**src/rtl/chsd_pkg.sv**
```systemverilog
`timescale 1ns / 1ps
// ---------------------------------------------------------------------------
// chsd_pkg
// types and constants shared by the huffman stream decoder modules
// ---------------------------------------------------------------------------
package chsd_pkg;

  localparam logic [7:0] HDR0_BYTE  = 8'hC0;
  localparam logic [7:0] HDR1_BYTE  = 8'hDE;
  localparam logic [7:0] HDR1_MASK  = 8'hFE;
  localparam logic [7:0] COUNT_EXT  = 8'd255;

  typedef enum logic [2:0] {
    KIND_SYM      = 3'd0,
    KIND_EOS      = 3'd1,
    KIND_BAD_HDR  = 3'd2,
    KIND_TRUNC    = 3'd3,
    KIND_TOO_LONG = 3'd4
  } kind_t;

  typedef enum logic [3:0] {
    ST_HDR0,
    ST_HDR1,
    ST_SIZE,
    ST_COUNT,
    ST_EXTRA,
    ST_SYM,
    ST_BIT,
    ST_LOOK,
    ST_EMIT,
    ST_OUT,
    ST_FLUSH
  } state_t;

  typedef enum logic [3:0] {
    OP_NONE,
    OP_CLEAR,
    OP_COUNT,
    OP_EXTRA,
    OP_SYM,
    OP_LOAD,
    OP_SHIFT,
    OP_LOOK,
    OP_HIT,
    OP_RESTART
  } op_t;

  typedef struct packed {
    op_t op;
  } cmd_t;

  typedef struct packed {
    logic len_at_max;
    logic table_full;
    logic no_length;
    logic sym_full;
    logic sym_last;
    logic bit_bad;
    logic hit;
    logic hit_eos;
    logic bits_done;
    logic [7:0] hit_symbol;
  } stat_t;

endpackage

```
**src/rtl/chsd_datapath.sv**
```systemverilog
`timescale 1ns / 1ps
// ---------------------------------------------------------------------------
// chsd_datapath
// code tables, symbol memory and bit shifter of the huffman decoder
// ---------------------------------------------------------------------------
module chsd_datapath #(
  parameter int MAX_CODE_LEN = 32,
  parameter int SYMBOL_SLOTS = 256
) (
  input  logic           clk,
  input  logic           rst_n,
  input  chsd_pkg::cmd_t cmd,
  input  logic [7:0]     in_byte,
  output chsd_pkg::stat_t stat
);
  import chsd_pkg::*;

  localparam int LW = $clog2(MAX_CODE_LEN + 1);
  localparam int LI = $clog2(MAX_CODE_LEN);
  localparam int TW = $clog2(SYMBOL_SLOTS + 1);
  localparam int SI = (SYMBOL_SLOTS > 1) ? $clog2(SYMBOL_SLOTS) : 1;
  localparam int CW = MAX_CODE_LEN + 1;

  logic [LW-1:0] len_r, len_nxt;
  logic [8:0]    left_r, left_nxt;
  logic [CW-1:0] next_code_r, next_code_nxt;
  logic [TW-1:0] total_r, total_nxt;
  logic [MAX_CODE_LEN-1:0] part_r, part_nxt;
  logic [LW-1:0] plen_r, plen_nxt;
  logic [7:0]    shreg_r, shreg_nxt;
  logic [3:0]    bits_r, bits_nxt;

  logic [MAX_CODE_LEN-1:0] first_mem [MAX_CODE_LEN];
  logic [TW-1:0]           index_mem [MAX_CODE_LEN];
  logic [TW-1:0]           count_r   [MAX_CODE_LEN];
  logic [7:0]              sym_mem   [SYMBOL_SLOTS];

  logic [MAX_CODE_LEN-1:0] first_q_r;
  logic [TW-1:0]           index_q_r, count_q_r;
  logic [7:0]              sym_q_r;
  logic                    hit_r, hit_nxt, eos_r, eos_nxt;
  logic [TW-1:0]           idx_r, idx_nxt;

  logic [LI-1:0] wr_li, rd_li;
  logic [CW-1:0] shifted_code, len_mask;
  logic [MAX_CODE_LEN-1:0] diff;
  logic          full_now;

  assign wr_li        = LI'(len_r);
  assign rd_li        = LI'(plen_nxt - LW'(1));
  assign shifted_code = next_code_r << 1;
  assign len_mask     = (CW'(1) << len_r) - CW'(1);
  assign full_now     = (next_code_r == len_mask);
  assign diff         = part_r - first_q_r;

  always_comb begin
    len_nxt = len_r; left_nxt = left_r; next_code_nxt = next_code_r;
    total_nxt = total_r; part_nxt = part_r; plen_nxt = plen_r;
    shreg_nxt = shreg_r; bits_nxt = bits_r; hit_nxt = hit_r; eos_nxt = eos_r;
    idx_nxt = idx_r;
    unique case (cmd.op)
      OP_CLEAR: begin
        len_nxt = '0; left_nxt = '0; next_code_nxt = '0; total_nxt = '0;
        part_nxt = '0; plen_nxt = '0;
      end
      OP_COUNT: begin
        len_nxt = len_r + LW'(1);
        next_code_nxt = shifted_code;
        left_nxt = {1'b0, in_byte};
      end
      OP_EXTRA: left_nxt = 9'd255 + {1'b0, in_byte};
      OP_SYM: begin
        total_nxt = total_r + TW'(1);
        next_code_nxt = next_code_r + CW'(1);
        left_nxt = left_r - 9'd1;
        if (full_now) begin
          part_nxt = '0; plen_nxt = '0;
        end
      end
      OP_LOAD: begin
        shreg_nxt = in_byte; bits_nxt = 4'd8;
      end
      OP_SHIFT: begin
        part_nxt = {part_r[MAX_CODE_LEN-2:0], shreg_r[7]};
        plen_nxt = plen_r + LW'(1);
        shreg_nxt = {shreg_r[6:0], 1'b0};
        bits_nxt = bits_r - 4'd1;
      end
      OP_LOOK: begin
        hit_nxt = (part_r >= first_q_r) && ({{TW{1'b0}}, diff} <
                  {{MAX_CODE_LEN{1'b0}}, count_q_r});
        idx_nxt = index_q_r + TW'(diff);
        eos_nxt = (({1'b0, idx_nxt} + (TW+1)'(1)) >= {1'b0, total_r});
        if (hit_nxt) begin
          part_nxt = '0; plen_nxt = '0;
        end
      end
      OP_RESTART: begin
        part_nxt = '0; plen_nxt = '0;
      end
      default: ;
    endcase
  end

  always_ff @(posedge clk) begin
    if (!rst_n) begin
      len_r <= '0; left_r <= '0; next_code_r <= '0; total_r <= '0;
      part_r <= '0; plen_r <= '0; bits_r <= '0; hit_r <= 1'b0; eos_r <= 1'b0;
      for (int i = 0; i < MAX_CODE_LEN; i++) count_r[i] <= '0;
    end else begin
      len_r <= len_nxt; left_r <= left_nxt; next_code_r <= next_code_nxt;
      total_r <= total_nxt; part_r <= part_nxt; plen_r <= plen_nxt;
      bits_r <= bits_nxt; hit_r <= hit_nxt; eos_r <= eos_nxt;
      if (cmd.op == OP_COUNT) count_r[wr_li] <= '0;
      if (cmd.op == OP_SYM) count_r[LI'(len_r - LW'(1))] <=
          count_r[LI'(len_r - LW'(1))] + TW'(1);
    end
  end

  always_ff @(posedge clk) begin
    shreg_r <= shreg_nxt;
    idx_r   <= idx_nxt;
    if (cmd.op == OP_COUNT) begin
      first_mem[wr_li] <= shifted_code[MAX_CODE_LEN-1:0];
      index_mem[wr_li] <= total_r;
    end
    if (cmd.op == OP_SYM) sym_mem[SI'(total_r)] <= in_byte;
    first_q_r <= first_mem[rd_li];
    index_q_r <= index_mem[rd_li];
    count_q_r <= count_r[rd_li];
    sym_q_r   <= sym_mem[SI'(idx_nxt)];
  end

  assign stat.len_at_max = (len_r >= LW'(MAX_CODE_LEN));
  assign stat.table_full = ({1'b0, total_r} >= (TW+1)'(SYMBOL_SLOTS));
  assign stat.no_length  = (len_r == '0);
  assign stat.sym_full   = full_now;
  assign stat.sym_last   = (left_r == 9'd1);
  assign stat.bit_bad    = (plen_r == '0) || (plen_r > len_r);
  assign stat.hit        = hit_r;
  assign stat.hit_eos    = eos_r;
  assign stat.bits_done  = (bits_r == 4'd0);
  assign stat.hit_symbol = sym_q_r;

endmodule

```
**src/rtl/chsd_control.sv**
```systemverilog
`timescale 1ns / 1ps
// ---------------------------------------------------------------------------
// chsd_control
// sequencer for header, table build and bit-serial payload decode
// ---------------------------------------------------------------------------
module chsd_control (
  input  logic            clk,
  input  logic            rst_n,
  input  logic            in_tvalid,
  output logic            in_tready,
  input  logic [7:0]      in_byte,
  input  logic            in_end,
  input  chsd_pkg::stat_t stat,
  output chsd_pkg::cmd_t  cmd,
  output logic            out_tvalid,
  input  logic            out_tready,
  output logic [7:0]      out_symbol,
  output logic [2:0]      out_kind,
  output logic            out_last
);
  import chsd_pkg::*;

  state_t state_r, state_nxt;
  logic   ov_r, ov_nxt;
  logic [7:0] osym_r, osym_nxt;
  kind_t  okind_r, okind_nxt;
  logic   olast_r, olast_nxt;
  logic   pv_r, pv_nxt;
  logic [7:0] psym_r, psym_nxt;
  kind_t  pkind_r, pkind_nxt;
  logic   pset, pclr;
  kind_t  pkind_in;
  logic [7:0] psym_in;
  logic   acc;
  logic   emit;
  kind_t  ekind;
  logic [7:0] esym;
  logic   elast;

  assign acc = in_tvalid && in_tready;

  // output register: can hold one result while next work waits
  assign out_tvalid = ov_r;
  assign out_symbol = osym_r;
  assign out_kind   = okind_r;
  assign out_last   = olast_r;

  always_comb begin
    state_nxt = state_r;
    in_tready = 1'b0;
    cmd.op = OP_NONE;
    emit = 1'b0; ekind = KIND_SYM; esym = 8'd0; elast = 1'b1;
    pset = 1'b0; pclr = 1'b0; pkind_in = KIND_SYM; psym_in = 8'd0;
    unique case (state_r)
      ST_HDR0, ST_HDR1, ST_SIZE, ST_COUNT, ST_EXTRA, ST_SYM, ST_OUT: begin
        in_tready = !ov_r || out_tready;
        if (acc) begin
          if (in_end) begin
            emit = 1'b1;
            ekind = (state_r == ST_OUT) ? KIND_EOS : KIND_TRUNC;
            state_nxt = ST_HDR0;
          end else begin
            unique case (state_r)
              ST_HDR0: begin
                if (in_byte != HDR0_BYTE) begin
                  emit = 1'b1; ekind = KIND_BAD_HDR;
                end else begin
                  cmd.op = OP_CLEAR; state_nxt = ST_HDR1;
                end
              end
              ST_HDR1: begin
                if ((in_byte & HDR1_MASK) != HDR1_BYTE) begin
                  emit = 1'b1; ekind = KIND_BAD_HDR; state_nxt = ST_HDR0;
                end else state_nxt = ST_SIZE;
              end
              ST_SIZE: state_nxt = ST_COUNT;
              ST_COUNT: begin
                if (stat.len_at_max) begin
                  emit = 1'b1; ekind = KIND_TOO_LONG; state_nxt = ST_HDR0;
                end else begin
                  cmd.op = OP_COUNT;
                  if (in_byte == COUNT_EXT) state_nxt = ST_EXTRA;
                  else if (in_byte != 8'd0) state_nxt = ST_SYM;
                end
              end
              ST_EXTRA: begin
                cmd.op = OP_EXTRA; state_nxt = ST_SYM;
              end
              ST_SYM: begin
                if (stat.table_full || stat.no_length) begin
                  emit = 1'b1; ekind = KIND_TOO_LONG; state_nxt = ST_HDR0;
                end else begin
                  cmd.op = OP_SYM;
                  if (stat.sym_full) state_nxt = ST_OUT;
                  else if (stat.sym_last) state_nxt = ST_COUNT;
                end
              end
              default: begin
                cmd.op = OP_LOAD; state_nxt = ST_BIT;
              end
            endcase
          end
        end
      end
      ST_BIT: begin
        if (stat.bits_done) begin
          // held symbol is the last result of this byte
          if (!pv_r) state_nxt = ST_OUT;
          else if (!ov_r || out_tready) begin
            emit = 1'b1; ekind = pkind_r; esym = psym_r; pclr = 1'b1;
            state_nxt = ST_OUT;
          end
        end else begin
          cmd.op = OP_SHIFT; state_nxt = ST_LOOK;
        end
      end
      ST_LOOK: begin
        if (stat.bit_bad) begin
          cmd.op = OP_RESTART; state_nxt = ST_BIT;
        end else begin
          cmd.op = OP_LOOK; state_nxt = ST_EMIT;
        end
      end
      ST_EMIT: begin
        if (!stat.hit) state_nxt = ST_BIT;
        else if (!pv_r || !ov_r || out_tready) begin
          // a newer hit means the held symbol is not the last one
          if (pv_r) begin
            emit = 1'b1; ekind = pkind_r; esym = psym_r; elast = 1'b0;
          end
          pset = 1'b1;
          if (stat.hit_eos) begin
            pkind_in = KIND_EOS; state_nxt = ST_FLUSH;
          end else begin
            pkind_in = KIND_SYM; psym_in = stat.hit_symbol; state_nxt = ST_BIT;
          end
        end
      end
      ST_FLUSH: begin
        if (!ov_r || out_tready) begin
          emit = 1'b1; ekind = pkind_r; esym = psym_r; pclr = 1'b1;
          state_nxt = ST_HDR0;
        end
      end
      default: state_nxt = ST_HDR0;
    endcase
  end

  always_comb begin
    ov_nxt = ov_r && !out_tready;
    osym_nxt = osym_r; okind_nxt = okind_r; olast_nxt = olast_r;
    if (emit) begin
      ov_nxt = 1'b1; osym_nxt = esym; okind_nxt = ekind; olast_nxt = elast;
    end
    pv_nxt = pv_r; psym_nxt = psym_r; pkind_nxt = pkind_r;
    if (pclr) pv_nxt = 1'b0;
    if (pset) begin
      pv_nxt = 1'b1; psym_nxt = psym_in; pkind_nxt = pkind_in;
    end
  end

  always_ff @(posedge clk) begin
    if (!rst_n) begin
      state_r <= ST_HDR0;
      ov_r    <= 1'b0;
      pv_r    <= 1'b0;
    end else begin
      state_r <= state_nxt;
      ov_r    <= ov_nxt;
      pv_r    <= pv_nxt;
    end
  end

  always_ff @(posedge clk) begin
    osym_r <= osym_nxt; okind_r <= okind_nxt; olast_r <= olast_nxt;
    psym_r <= psym_nxt; pkind_r <= pkind_nxt;
  end

endmodule

```
**src/rtl/canonical_huffman_stream_decoder_core.sv**
```systemverilog
`timescale 1ns / 1ps
// ---------------------------------------------------------------------------
// canonical_huffman_stream_decoder_core
// Canonical huffman stream decoder: header check, table build, bit decode.
//
// in channel: one compressed byte per item, in_tuser flags source end.
// out channel: one result per item: symbol, kind and tlast on the last
// result caused by one input item.
// Header and table bytes are taken whenever the output register is free
// or being drained. A payload byte is loaded, then decoded one code bit at
// a time (shift with table read, compare against the registered
// per-length entry, emit), and closed before the next byte is taken.
// A decoded symbol is held until the next hit or the end of the byte so
// tlast can mark the last result of the byte. The output register holds
// one result; while the receiver stalls the bit walk waits before
// emitting the next result and no input is taken.
// Reset returns to waiting for the first header byte and clears the
// per-length counts; tables are rebuilt from each header.
// ---------------------------------------------------------------------------
module canonical_huffman_stream_decoder_core #(
  parameter int MAX_CODE_LEN = 32,
  parameter int SYMBOL_SLOTS = 256
) (
  input  logic        clk,
  input  logic        rst_n,
  input  logic        in_tvalid,
  output logic        in_tready,
  input  logic [7:0]  in_tdata,   // stream_byte
  input  logic        in_tuser,   // source_end
  output logic        out_tvalid,
  input  logic        out_tready,
  output logic [15:0] out_tdata,  // symbol[7:0], kind[10:8], zero fill
  output logic        out_tlast
);
  import chsd_pkg::*;

  cmd_t  cmd;
  stat_t stat;
  logic [7:0] sym;
  logic [2:0] kind;

  chsd_datapath #(
    .MAX_CODE_LEN(MAX_CODE_LEN),
    .SYMBOL_SLOTS(SYMBOL_SLOTS)
  ) u_dp (
    .clk(clk), .rst_n(rst_n), .cmd(cmd), .in_byte(in_tdata), .stat(stat)
  );

  chsd_control u_ctl (
    .clk(clk), .rst_n(rst_n), .in_tvalid(in_tvalid), .in_tready(in_tready),
    .in_byte(in_tdata), .in_end(in_tuser), .stat(stat), .cmd(cmd),
    .out_tvalid(out_tvalid), .out_tready(out_tready), .out_symbol(sym),
    .out_kind(kind), .out_last(out_tlast)
  );

  assign out_tdata = {5'd0, kind, sym};

endmodule

```
**config.mk**
```make
export PLATFORM = sky130hd
export DESIGN_NAME = canonical_huffman_stream_decoder_core
export DESIGN_NICKNAME = d
export VERILOG_FILES = /design/src/rtl/chsd_pkg.sv /design/src/rtl/chsd_datapath.sv /design/src/rtl/chsd_control.sv /design/src/rtl/canonical_huffman_stream_decoder_core.sv
export SDC_FILE = /design/constraint.sdc
export NUM_CORES = 2
export LEC_CHECK = 0
export BUFFER_PORTS_ARGS = -buffer_cell sky130_fd_sc_hd__buf_2
export CORE_MARGIN = 2
export CORE_UTILIZATION = 36
export DETAILED_ROUTE_END_ITERATION = 7
export PLACE_DENSITY = 0.47
export SETUP_SLACK_MARGIN = 0.3
export SYNTH_ARGS = -nofsm -noshare
export SYNTH_HDL_FRONTEND = slang
export SYNTH_SLANG_ARGS = --single-unit
```
**constraint.sdc**
```tcl
create_clock -name clk -period 11.45 [get_ports clk]
set_input_delay 0 -clock clk [delete_from_list [all_inputs] [get_ports clk]]
set_output_delay 0 -clock clk [all_outputs]
set_load 0.005 [all_outputs]
```
==> flow_metrics.env <==
export IMPL_skew_ns=0.0375
export IMPL_initial_core_util_pct=36.1
export IMPL_critPathLaunchType="register"
export IMPL_drt_iter0_markers=10400
export IMPL_drtPass1Iterations=6
export IMPL_grt_ovfl_total=0
export IMPL_nFillCells=40400
export IMPL_avgRoutedWirePerCell_um=29.1
export IMPL_async_flop_share_pct=0
export IMPL_dieArea_mm2=0.447
export IMPL_min_delay_start="in_tdata[1]"
export IMPL_power_density_mw_per_mm2=160
export IMPL_path_clk_slew_ns=0.06
export IMPL_whs_endpoint="u_dp.sym_mem[174][1]"
export IMPL_hold_viol=0
export IMPL_fmax_mhz=114
export IMPL_grt_start_max_net_pins=167
export IMPL_htree_levels=5
export IMPL_drv_cap=0
export IMPL_fp_row_count=244
export IMPL_drive_gt1_share_pct=13.0
export IMPL_final_seq_area_mm2=0.113
export IMPL_cts_hold_repair_buffers=16
export IMPL_status="completed"
export IMPL_synth_edf_count=3645
export IMPL_vias_per_cell=5.69
export IMPL_r2r_start="u_dp.first_q_r[5]"
export IMPL_synth_flop_cell="edfxtp_1"
export IMPL_cp_end_kind="register"
export IMPL_drc=0
export IMPL_cts_tree="done"
export IMPL_holdPathStages=2
export IMPL_cp_required_ns=12.25
export IMPL_synth_seq_cells=3817
export IMPL_r2r_slack_ns=2.68
export IMPL_finalNonFillerCells=17100
export IMPL_finalSetupViolCount=0
export IMPL_cts_repair_resized=0
export IMPL_cts_setup_buffers=0
export IMPL_antenna_found_initial=21
export IMPL_fin_crit_ns=8.77
export IMPL_multiInputGateArea_mm2=0.0431
export IMPL_power_leakage_nw=59.4
export IMPL_dp_hpwl_mm=282
export IMPL_yosys_warnings=0
export IMPL_rsz0062_at_grt="false"
export IMPL_nNetsFinal=11000
export IMPL_grt_pass1_vias=95800
export IMPL_clock_sinks=3817
export IMPL_synth_seq_area_share_pct=70.9
export IMPL_track_usage_pct=21.8
export IMPL_netlist_area_mm2=0.159
export IMPL_r2r_cells=26
export IMPL_path_max_fanout=66
export IMPL_final_setup_tns_ns=0
export IMPL_timing_rr_end="u_dp.first_q_r[1]"
export IMPL_ant_nets=0
export IMPL_boundaryPins=32
export IMPL_cp_data_arrival_time_ns=9.57
export IMPL_irDropWorstVdd_mv=0.122
export IMPL_syn2layout_area_growth_pct=12.7
export IMPL_cts_root_buf="clkbuf_16"
export IMPL_core_mm2=0.441
export IMPL_wl_mm=498
export IMPL_maxSlewHeadroom_pct=15.4
export IMPL_cts_buffers_inserted=404
export IMPL_worstSkewPairLatency_ns=0.98
export IMPL_via_count=97400
export IMPL_synth_avg_cell_area_um2=14.5
export IMPL_post_place_cells=16400
export IMPL_post_route_period_util_pct=76.6
export IMPL_clockBufferDepth=4
export IMPL_crit_type="register to register"
export IMPL_postSynthCellCount=11000
export IMPL_grt_pass1_wl_mm=712
export IMPL_final_max_slew_viol_count=0
export IMPL_portBuffers=26
export IMPL_die_w_um=669
export IMPL_gp_congestion=0.863
export IMPL_yosysUniqueCellTypes=95
export IMPL_tightest_slew_ns=1.27
export IMPL_hp_class="primary input to register"
export IMPL_die_y_um=669
## cell families (layout without fill, tap and decap cells)
group | count (synthesis) | after routing | synth area share, %
simple gates | 3963 | 3963 | 11.1
flops | 3817 | 3817 | 70.9
compound gates | 1587 | 1587 | 7.41
buf+inv | 935 | 1148 | 2.34
mux | 506 | 506 | 6.98
xor+xnor | 97 | 97 | 0.534
fa+ha+maj | 87 | 87 | 0.693
other cells | 1 | 7 | 0.00236
## report_power, final
| group | internal (mW) | total [mW] | switching, mW |
|---|---|---|---|
| Combinational | 0.0695 | 0.321 | 0.251 |
| Sequential | 15.2 | 15.3 | 0.0257 |
| Clock | 7.52 | 13.0 | 5.51 |
| Total | 22.8 | 28.6 | 5.79 |
## placed cells by master, fill, tap and decap left out, drive strengths merged, types with 84 or more instances in the layout
| cell type | count |
|---|---|
| a31oi | 141 |
| dfxtp | 172 |
| clkbuf | 508 |
| ha | 85 |
| a21oi | 193 |
| and3 | 479 |
| a2111oi | 106 |
| mux4 | 482 |
| nand3 | 583 |
| buf | 288 |
| nor3 | 105 |
| a311oi | 388 |
| edfxtp | 3645 |
| a211oi | 494 |
| inv | 101 |
| nor2 | 767 |
| nand2 | 1793 |
| clkinv | 189 |
| o21ai | 84 |
## flip-flops by register name (all words and copies together), names as in the netlist, 8 cells and up
register	cells
u_dp.first_mem	992
u_dp.count_q_r	9
u_dp.shreg_r	8
u_ctl.psym_r	8
u_dp.left_r	9
u_dp.index_mem	288
u_dp.part_r	32
u_ctl.out_symbol	8
u_dp.sym_mem	2048
u_dp.idx_r	8
u_dp.index_q_r	9
u_dp.first_q_r	31
u_dp.sym_q_r	8
u_dp.total_r	9
u_dp.count_r	288
u_dp.next_code_r	33
## final cells by class
class,instances,area share [%]
timing repair buffer,304,1.46
inverter,96,0.215
multi-input combinational,6245,24.0
antenna,2,0.00279
clock buffer,508,6.06
clock inverter,240,1.18
tap,5904,4.12
sequential,3817,62.9
## synthesized netlist by cell type (6+ instances only)
cell type / instances / share of area [%]
nor2b_1: 15 / 0.059
o22ai_1: 6 / 0.024
a2111oi_0: 105 / 0.58
a21o_1: 22 / 0.10
a311oi_1: 388 / 2.1
dfxtp_1: 172 / 2.2
a221oi_1: 19 / 0.10
a21oi_1: 192 / 0.60
mux2i_1: 21 / 0.13
buf_1: 99 / 0.23
o21a_1: 14 / 0.066
nand3_1: 583 / 1.8
nor4_1: 62 / 0.24
buf_6: 12 / 0.085
a31oi_1: 141 / 0.55
xor2_1: 44 / 0.24
nor3b_1: 18 / 0.085
and2_1: 35 / 0.14
o21bai_1: 6 / 0.028
and3_1: 479 / 1.9
or3_1: 12 / 0.047
nand2_1: 1792 / 4.2
buf_4: 20 / 0.094
clkbuf_1: 667 / 1.6
nor2_1: 767 / 1.8
xnor2_1: 53 / 0.29
o21ai_0: 80 / 0.25
nor3_1: 105 / 0.33
nand4_1: 23 / 0.090
ha_1: 85 / 0.67
inv_1: 90 / 0.21
a22oi_1: 43 / 0.20
nand2b_1: 23 / 0.090
a41oi_1: 7 / 0.039
o211ai_1: 8 / 0.038
buf_2: 40 / 0.13
mux4_2: 482 / 6.8
edfxtp_1: 3645 / 69
a211oi_1: 494 / 2.3
nand3b_1: 11 / 0.052
## routing by layer
layer	up-vias	GRT usage [%]	share of wire, %
li1	42500	-	-
met1	50800	30.2	43
met2	3385	36.4	49
met3	709	2.42	5.7
met4	0	5.94	2.8
met5	-	0	0
## metrics by stage
stage               hold slack [ns]  power, mW  worst slack, ns  util, %  area, um2
floorplan                    0.0989       15.6             3.24        -     159000
global placement              0.393       15.9             2.62     37.7     166000
detailed placement            0.391       15.9             2.59     37.7     166000
CTS                          0.0101       28.9             2.55     40.7     179000
global route                 0.0254       29.4             1.89     40.7     179000
finish                       0.0481       28.6             2.68     40.7     179000
## critical path, cell delays in order (launching register included)
cell       delay [ns]
dfxtp_1          0.31
inv_1            0.08
ha_1             0.37
nand2_1          0.11
a211oi_1         0.38
nor2_1           0.16
o21ai_0          0.23
xor2_1           0.13
ha_1             0.19
a2111oi_0        0.43
o221ai_1         0.24
a211oi_1         0.25
o2111ai_1        0.14
a2111oi_0        0.36
nand4_1          0.18
nor4b_2          0.93
o22ai_4          0.10
buf_4            0.30
mux2_8           0.63
inv_1            0.26
ha_4             0.17
inv_1            0.08
or4_1            0.66
nand3_4          0.56
buf_4            0.65
a211oi_1         0.09
nor4_1           0.50
## worst max path at each step
stage / start / endpoint / slack [ns] / depth (start not counted)
floorplan: u_dp.len_r[0] / u_dp.count_q_r[0] / 3.24 / 31
global placement: u_dp.first_q_r[5] / u_dp.first_q_r[5] / 2.62 / 26
detailed placement: u_dp.first_q_r[5] / u_dp.first_q_r[1] / 2.59 / 26
CTS: u_dp.first_q_r[5] / u_dp.first_q_r[1] / 2.55 / 26
global route: u_dp.first_q_r[5] / u_dp.index_q_r[8] / 1.89 / 26
finish: u_dp.first_q_r[5] / u_dp.first_q_r[1] / 2.68 / 26
(Power assumes the default switching activity.)
